[config.mk]
export PLATFORM = sky130hd
export DESIGN_NAME = trimmed_mean_window_filter
export DESIGN_NICKNAME = d
export VERILOG_FILES = /design/src/hw/rtl/tmwf_pkg.sv /design/src/hw/rtl/tmwf_ram.sv /design/src/hw/rtl/tmwf_lane.sv /design/src/hw/rtl/trimmed_mean_window_filter.sv
export SDC_FILE = /design/constraint.sdc
export NUM_CORES = 2
export LEC_CHECK = 0
export BUFFER_PORTS_ARGS = -buffer_cell sky130_fd_sc_hd__clkbuf_2
export CELL_PAD_IN_SITES_DETAIL_PLACEMENT = 0
export CELL_PAD_IN_SITES_GLOBAL_PLACEMENT = 1
export CORE_MARGIN = 2
export CORE_UTILIZATION = 58
export CTS_CLUSTER_DIAMETER = 200
export DETAILED_ROUTE_END_ITERATION = 6
export PLACE_DENSITY_LB_ADDON = 0.3
export RECOVER_POWER = 100
export SYNTH_ARGS = -nofsm -noshare
export SYNTH_HDL_FRONTEND = slang
export SYNTH_SLANG_ARGS = --single-unit
[constraint.sdc]
create_clock -name clk_i -period 13.95 [get_ports clk_i]
set_input_delay 0.6975 -clock clk_i [delete_from_list [all_inputs] [get_ports clk_i]]
set_output_delay 0.6975 -clock clk_i [all_outputs]
set_load 0.02 [all_outputs]
[src/hw/rtl/tmwf_pkg.sv]
// Shared constants, types and the controller state encoding for the trimmed mean filter.
`timescale 1ns / 1ps
package tmwf_pkg;

  localparam int WINDOW    = 15;
  localparam int DIVISOR   = WINDOW - 2;
  localparam int SAMPLE_W  = 16;
  localparam int CHANNELS  = 3;
  localparam int DATA_W    = SAMPLE_W * CHANNELS;
  localparam int ADDR_W    = (WINDOW > 1) ? $clog2(WINDOW) : 1;

  // Running sum of the whole window, signed.
  localparam int ACC_W     = $clog2(WINDOW * 32768 + 1) + 1;
  // Magnitude of the trimmed sum.
  localparam int MAG_W     = $clog2(DIVISOR * 32768 + 1);

  // Round-up reciprocal: exact floor division for every magnitude below 2**MAG_W.
  localparam int RECIP_SHIFT = MAG_W + $clog2(DIVISOR);
  localparam int RECIP       = ((2 ** RECIP_SHIFT) + DIVISOR - 1) / DIVISOR;
  localparam int PROD_W      = RECIP_SHIFT + SAMPLE_W + 1;

  typedef enum logic [2:0] {
    ST_IDLE,
    ST_SCAN,
    ST_DRAIN,
    ST_TRIM,
    ST_MUL,
    ST_OUT
  } tmwf_state_e;

  typedef struct packed {
    logic acc;    // read data of one window entry is present
    logic first;  // that entry is the first of the scan
    logic trim;   // form the trimmed sum and its magnitude
    logic mul;    // multiply by the reciprocal
  } lane_ctl_t;

endpackage

[src/hw/rtl/tmwf_ram.sv]
// Generic single-write, single-read RAM with a registered read port.
`timescale 1ns / 1ps
module tmwf_ram #(
  parameter int WIDTH = 8,
  parameter int DEPTH = 16
) (
  input  logic                             clk_i,
  input  logic                             we_i,
  input  logic [$clog2(DEPTH > 1 ? DEPTH : 2)-1:0] waddr_i,
  input  logic [WIDTH-1:0]                 wdata_i,
  input  logic                             re_i,
  input  logic [$clog2(DEPTH > 1 ? DEPTH : 2)-1:0] raddr_i,
  output logic [WIDTH-1:0]                 rdata_o
);

  logic [WIDTH-1:0] mem_q [DEPTH];
  logic [WIDTH-1:0] rdata_q;

  always_ff @(posedge clk_i) begin
    if (we_i) begin
      mem_q[waddr_i] <= wdata_i;
    end
    if (re_i) begin
      rdata_q <= mem_q[raddr_i];
    end
  end

  assign rdata_o = rdata_q;

endmodule

[src/hw/rtl/tmwf_lane.sv]
// One channel: accumulates sum, maximum and minimum over the window, trims them off, then divides.
`timescale 1ns / 1ps
module tmwf_lane (
  input  logic                              clk_i,
  input  tmwf_pkg::lane_ctl_t               ctl_i,
  input  logic signed [tmwf_pkg::SAMPLE_W-1:0] entry_i,
  output logic signed [tmwf_pkg::SAMPLE_W-1:0] result_o
);
  import tmwf_pkg::*;

  logic signed [ACC_W-1:0]    sum_q, sum_d;
  logic signed [SAMPLE_W-1:0] hi_q, hi_d, lo_q, lo_d;
  logic signed [ACC_W-1:0]    trim;
  logic [MAG_W-1:0]           mag_q;
  logic                       neg_q, neg2_q;
  logic [PROD_W-1:0]          prod_q;
  logic [SAMPLE_W-1:0]        quot;

  always_comb begin
    sum_d = sum_q;
    hi_d  = hi_q;
    lo_d  = lo_q;
    if (ctl_i.acc) begin
      if (ctl_i.first) begin
        sum_d = ACC_W'(entry_i);
        hi_d  = entry_i;
        lo_d  = entry_i;
      end else begin
        sum_d = sum_q + ACC_W'(entry_i);
        if (entry_i > hi_q) begin
          hi_d = entry_i;
        end
        if (entry_i < lo_q) begin
          lo_d = entry_i;
        end
      end
    end
  end

  // The trimmed sum always fits, so wrap in the intermediate difference is harmless.
  assign trim = sum_q - ACC_W'(hi_q) - ACC_W'(lo_q);

  always_ff @(posedge clk_i) begin
    sum_q <= sum_d;
    hi_q  <= hi_d;
    lo_q  <= lo_d;
    if (ctl_i.trim) begin
      neg_q <= trim[ACC_W-1];
      mag_q <= MAG_W'(trim[ACC_W-1] ? -trim : trim);
    end
    if (ctl_i.mul) begin
      neg2_q <= neg_q;
      prod_q <= PROD_W'(mag_q) * PROD_W'(RECIP);
    end
  end

  // Truncation toward zero: divide the magnitude, then restore the sign.
  assign quot     = prod_q[RECIP_SHIFT +: SAMPLE_W];
  assign result_o = neg2_q ? -quot : quot;

endmodule

[src/hw/rtl/trimmed_mean_window_filter.sv]
// Trimmed mean window filter: sample in, one trimmed window mean per channel out.
// Each transaction runs the states scan, drain, trim, multiply and output in order;
// the scan reads the window through the single read port of the sample RAM, and a
// new transaction is taken only back in idle, so a stalled output holds the filter.
// Reset: control state and the per-entry valid bits clear at once, so every
// window entry reads as zero until written; no clearing pass is needed.
`timescale 1ns / 1ps
module trimmed_mean_window_filter (
  input  logic                          clk_i,
  input  logic                          rst_ni,
  input  logic                          s_axis_tvalid,
  output logic                          s_axis_tready,
  // roll_in [15:0], pitch_in [31:16], yaw_in [47:32]
  input  logic [tmwf_pkg::DATA_W-1:0]   s_axis_tdata,
  output logic                          m_axis_tvalid,
  input  logic                          m_axis_tready,
  // roll_out [15:0], pitch_out [31:16], yaw_out [47:32]
  output logic [tmwf_pkg::DATA_W-1:0]   m_axis_tdata
);
  import tmwf_pkg::*;

  tmwf_state_e         state_q, state_d;
  logic [ADDR_W-1:0]   rd_cnt_q, rd_cnt_d;
  logic [ADDR_W-1:0]   slot_q, slot_d;
  logic [WINDOW-1:0]   valid_q, valid_d;
  logic                rd_vld_q, rd_first_q, ent_vld_q;
  logic                out_vld_q, out_vld_d;
  logic [DATA_W-1:0]   out_data_q;
  logic                accept, rd_en, load;
  lane_ctl_t           ctl;
  logic [DATA_W-1:0]   ram_rdata;
  logic [DATA_W-1:0]   entry;
  logic [DATA_W-1:0]   result;

  assign accept = s_axis_tvalid && s_axis_tready;

  // Next state.
  always_comb begin
    state_d = state_q;
    unique case (state_q)
      ST_IDLE:  if (accept) state_d = ST_SCAN;
      ST_SCAN:  if (rd_cnt_q == ADDR_W'(WINDOW - 1)) state_d = ST_DRAIN;
      ST_DRAIN: state_d = ST_TRIM;
      ST_TRIM:  state_d = ST_MUL;
      ST_MUL:   state_d = ST_OUT;
      ST_OUT:   if (load) state_d = ST_IDLE;
      default:  state_d = ST_IDLE;
    endcase
  end

  // Outputs of the controller.
  always_comb begin
    s_axis_tready = 1'b0;
    rd_en         = 1'b0;
    load          = 1'b0;
    ctl           = '0;
    unique case (state_q)
      ST_IDLE: s_axis_tready = 1'b1;
      ST_SCAN: rd_en = 1'b1;
      ST_TRIM: ctl.trim = 1'b1;
      ST_MUL:  ctl.mul = 1'b1;
      ST_OUT:  load = !out_vld_q || m_axis_tready;
      default: ;
    endcase
    ctl.acc   = rd_vld_q;
    ctl.first = rd_first_q;
  end

  always_comb begin
    rd_cnt_d = rd_cnt_q;
    if (rd_en) begin
      rd_cnt_d = (rd_cnt_q == ADDR_W'(WINDOW - 1)) ? '0 : rd_cnt_q + 1'b1;
    end
    slot_d  = slot_q;
    valid_d = valid_q;
    if (accept) begin
      slot_d          = (slot_q == ADDR_W'(WINDOW - 1)) ? '0 : slot_q + 1'b1;
      valid_d[slot_q] = 1'b1;
    end
    out_vld_d = out_vld_q;
    if (load) begin
      out_vld_d = 1'b1;
    end else if (m_axis_tready) begin
      out_vld_d = 1'b0;
    end
  end

  always_ff @(posedge clk_i or negedge rst_ni) begin
    if (!rst_ni) begin
      state_q    <= ST_IDLE;
      rd_cnt_q   <= '0;
      slot_q     <= '0;
      valid_q    <= '0;
      rd_vld_q   <= 1'b0;
      rd_first_q <= 1'b0;
      out_vld_q  <= 1'b0;
    end else begin
      state_q    <= state_d;
      rd_cnt_q   <= rd_cnt_d;
      slot_q     <= slot_d;
      valid_q    <= valid_d;
      rd_vld_q   <= rd_en;
      rd_first_q <= rd_en && (rd_cnt_q == '0);
      out_vld_q  <= out_vld_d;
    end
  end

  always_ff @(posedge clk_i) begin
    if (rd_en) begin
      ent_vld_q <= valid_q[rd_cnt_q];
    end
    if (load) begin
      out_data_q <= result;
    end
  end

  tmwf_ram #(
    .WIDTH (DATA_W),
    .DEPTH (WINDOW)
  ) u_ram (
    .clk_i   (clk_i),
    .we_i    (accept),
    .waddr_i (slot_q),
    .wdata_i (s_axis_tdata),
    .re_i    (rd_en),
    .raddr_i (rd_cnt_q),
    .rdata_o (ram_rdata)
  );

  // An entry never written since reset reads as zero.
  assign entry = ent_vld_q ? ram_rdata : '0;

  for (genvar c = 0; c < CHANNELS; c++) begin : g_lane
    tmwf_lane u_lane (
      .clk_i    (clk_i),
      .ctl_i    (ctl),
      .entry_i  (entry[c*SAMPLE_W +: SAMPLE_W]),
      .result_o (result[c*SAMPLE_W +: SAMPLE_W])
    );
  end

  assign m_axis_tvalid = out_vld_q;
  assign m_axis_tdata  = out_data_q;

`ifndef SYNTHESIS
  a_accept_starts_scan: assert property (@(posedge clk_i) disable iff (!rst_ni)
    accept |=> (state_q == ST_SCAN) && (rd_cnt_q == '0))
    else $error("scan did not start at entry zero after a transaction");

  a_slot_in_range: assert property (@(posedge clk_i) disable iff (!rst_ni)
    slot_q <= ADDR_W'(WINDOW - 1))
    else $error("write slot beyond window");

  a_data_from_scan: assert property (@(posedge clk_i) disable iff (!rst_ni)
    rd_vld_q |-> $past(state_q) == ST_SCAN)
    else $error("read data flagged outside the scan");

  a_trim_after_drain: assert property (@(posedge clk_i) disable iff (!rst_ni)
    state_q == ST_TRIM |-> $past(state_q) == ST_DRAIN && !rd_vld_q)
    else $error("trim step began before the last entry was accumulated");

  a_load_only_when_free: assert property (@(posedge clk_i) disable iff (!rst_ni)
    load |-> !out_vld_q || m_axis_tready)
    else $error("result overwrote an untaken output");
`endif

endmodule
==> summary.md <==
| Metric | Value |
|---|---|
| Average cell area after synthesis | between 10 and 15 sq um |
| Most frequent cells after synthesis | edfxtp_1, inv_1, ha_1 |
| # hold bufs at CTS | 0 |
| Max incr delay on CP | 2940 ps |
| CP Max Fanout | 79 |
| Clock Tree Root | clkbuf_16 |
| Via count | 38,490 |
| Synth top area cells | edfxtp_1, ha_1, fa_1 |
| CP Launch Type | flop |
| Final worst-path cycle share | 62.70% |
| Grt ovf | 0 |
| Synth area leader | edfxtp_1 |
| Final ANT Viol Nets | 0 |
| Post-Syn Instances | approximately 5,100 |
| MaxCap Viol Count | 33 |
| Worst slew pin tran | 4289 ps |
| RePlAce Congestion | between 0.9 and 1 |
| Area of the core | approximately 120,000 sq um |
| Gr usage total | 23.75% |
| Status | complete, but fails checks |
| Post-synth net total | between 6,000 and 7,000 |
| Vias in the first global route | between 40,000 and 50,000 |
| Share of the synthesized area in the top cell type | between 40% and 50% |
| Via-to-Cell Ratio | approximately 5.6 |
| CTS clk-pin slew, worst paths | roughly 60 ps |
| Fill count | about 9,000 |
| Synth Flop Type | edfxtp_1 |
| Max Root-Sink Buffers | 3 |
| Critical path endpoint category | flop |
| Final TNS setup | 0 ps |
| DRC Markers | 0 |
| Syn Std Cell Area | slightly below 70,000 sq um |
| DIE AREA | roughly 120,000 sq um |
| Slew HR | -185.9% |
| Warnings, synthesis | 0 |
| Pins over their slew limit | 1,274 |
| Layout overhead on the synthesized area | 8.498% |
| Row count | roughly 130 |
| Hold Vio Cnt, Final | 0 |
| H-tree depth | 3 |
| Die span in x | approximately 350 um |
| Total CTS buffers | between 100 and 150 |
| Worst hold path type | primary input to flop |
| Share of cells above drive strength 1 | 8.012% |
| CTS resizes | 0 |
| Register area share after synthesis | about half |
| Async set or reset register ratio after synthesis | approximately 2.6% |
| CP Cell Sequence | clkbuf_1, clkbuf_1, o21ai_0, mux4_2 |
| Delay-heaviest family, CP | buffers and inverters |
| Clock skew | approximately 69 ps |
| Setup Viol. Count Final | 0 |
| Synthesized flop and latch total | roughly 1,100 |
| Post-synth EDFFs | 1,084 |
| Fmax | about 110 MHz |
| Worst skew pair latency | approximately 720 ps |
| Fin nets | between 6,000 and 7,000 |
| CP max-delay cell | clkbuf_1 |
| TritonRoute pass-1 iters | 5 |
| TritonCTS clock tree | yes |
| Clk sinks | approximately 1,100 |
| RSZ-0062 raised after global routing | false |
| Largest net degree at the start of global routing | 80 |
| Initial Util | between 50 and 60% |
| Setup bufs post-CTS | 0 |
| Initial antenna violation count | 8 |
| Post-detailed-route wirelength per cell | 20.35 um |
| Failing checks | max-capacitance violations, max-slew violations |
| Dpl hpwl | 96.95 mm |
| Initial DRC count | about 2,600 |
| CP most frequent cell | clkbuf_1 |
| Most numerous cell in the Yosys netlist | edfxtp_1 |
| Post-synth cell types | 84 |
| Final core utilization | about 63% |
| CP arrival | a little over 9000 ps |
| # placed instances | approximately 6,700 |
| Number of I/O port buffers | approximately 100 |
| First-pass GRT wire length | approximately 230 mm |
| Setup CP Type | flop to flop |
| WP data required | about 14,000 ps |
| Chip Height | roughly 350 um |
| Final min period | just under 9000 ps |
| I/O pin count | slightly above 100 |
| Final wirelength | between 100 and 150 mm |
| Bufs and invs on worst path | 2 |
| Post-Layout Cell Count | between 6,000 and 7,000 |
[cells by family (layout without fill, tap and decap cells)]
logic type / after synthesis / count (layout) / synth area share (%)
DFF: 1113 / 1113 / 48.17
other: 0 / 4 / 0
buffers and inverters: 1016 / 1264 / 5.542
xor gates and xnor gates: 229 / 229 / 2.925
and+or+nand+nor: 701 / 701 / 5.053
muxes: 253 / 253 / 7.224
adders and majority gates: 1134 / 1134 / 25.17
AOI/OAI and AO/OA: 648 / 648 / 5.921
[layout by cell type, fill, tap and decap left out, types with 38 or more instances in the layout]
cell type / n
o21a_1: 48
fa_1: 426
nand2_1: 224
clkbuf_1: 149
xor2_1: 81
mux2i_1: 52
mux4_2: 196
o21ai_0: 221
a21oi_1: 146
nand2b_1: 44
inv_1: 918
nand3_1: 38
xnor2_1: 148
a21o_1: 66
nor3_1: 48
nor2_1: 118
ha_1: 708
and2_0: 49
edfxtp_1: 1084
clkbuf_16: 112
[area by class of cell]
class                           count  area [sq um]  area share (%)
Clock buffer                      138          2950           3.936
Tap cell                         1536          1922           2.564
Inverter                          918          3446           4.597
Clock inverter                     72         849.6           1.133
Multi-Input combinational cell   2965         31950           42.63
Sequential cell                  1113         33290           44.41
Timing Repair Buffer              136         535.5          0.7144
Antenna cell                        4         10.01         0.01335
[registers in the layout, indices dropped and copies added, names as in the netlist, 15 cells and up]
register              flops
g_lane.u_lane.lo_q       48
g_lane.u_lane.hi_q       48
g_lane.u_lane.mag_q      57
u_ram.rdata_o            48
u_ram.mem_q             720
g_lane.u_lane.prod_q     48
valid_q                  15
m_axis_tdata             48
g_lane.u_lane.sum_q      60
[metrics by stage]
step                      hold slack [ps]  setup WS (ps)  instance area, sq um
after CTS                           55.93           7302                 75340
after global routing                324.1           4678                 74950
after floorplan                     400.3           7800                 69090
after detailed placement            451.3           7356                 71540
final                               337.8           5204                 74960
after global placement              445.9           7427                 71540
[layer usage]
| layer | track usage (%) | wire length (um) | up-vias |
|---|---|---|---|
| met5 | 0 | 35 | - |
| met4 | 5.463 | 3125 | 6 |
| met3 | 3.119 | 6653 | 219 |
| met2 | 40.73 | 69440 | 910 |
| met1 | 32.49 | 60810 | 19050 |
| li1 | - | - | 18310 |
[worst min-delay path, delay by kind of cell]
| family | cells | cell delay (ps) |
|---|---|---|
| buffers and inverters | 1 | 70 |
| and+or+nand+nor | 2 | 240 |
[worst paths after layout]
check | startpoint | endpoint | slack, ps | cells past startpoint
setup reg to reg | rd_cnt_q[1] | u_ram.rdata_o[6] | 5200 | 4
setup / recovery | rd_cnt_q[1] | u_ram.rdata_o[6] | 5200 | 4
max in group asynchronous | rst_ni | rd_cnt_q[2] | 12300 | 1
hold reg to reg | valid_q[3] | valid_q[3] | 460 | 1
hold / removal | m_axis_tready | m_axis_tvalid | 340 | 3
min in group asynchronous | rst_ni | m_axis_tvalid | 430 | 1
Power is not shown: default switching activity piles up to over one toggle a cycle in this logic, so the estimate is an artifact.
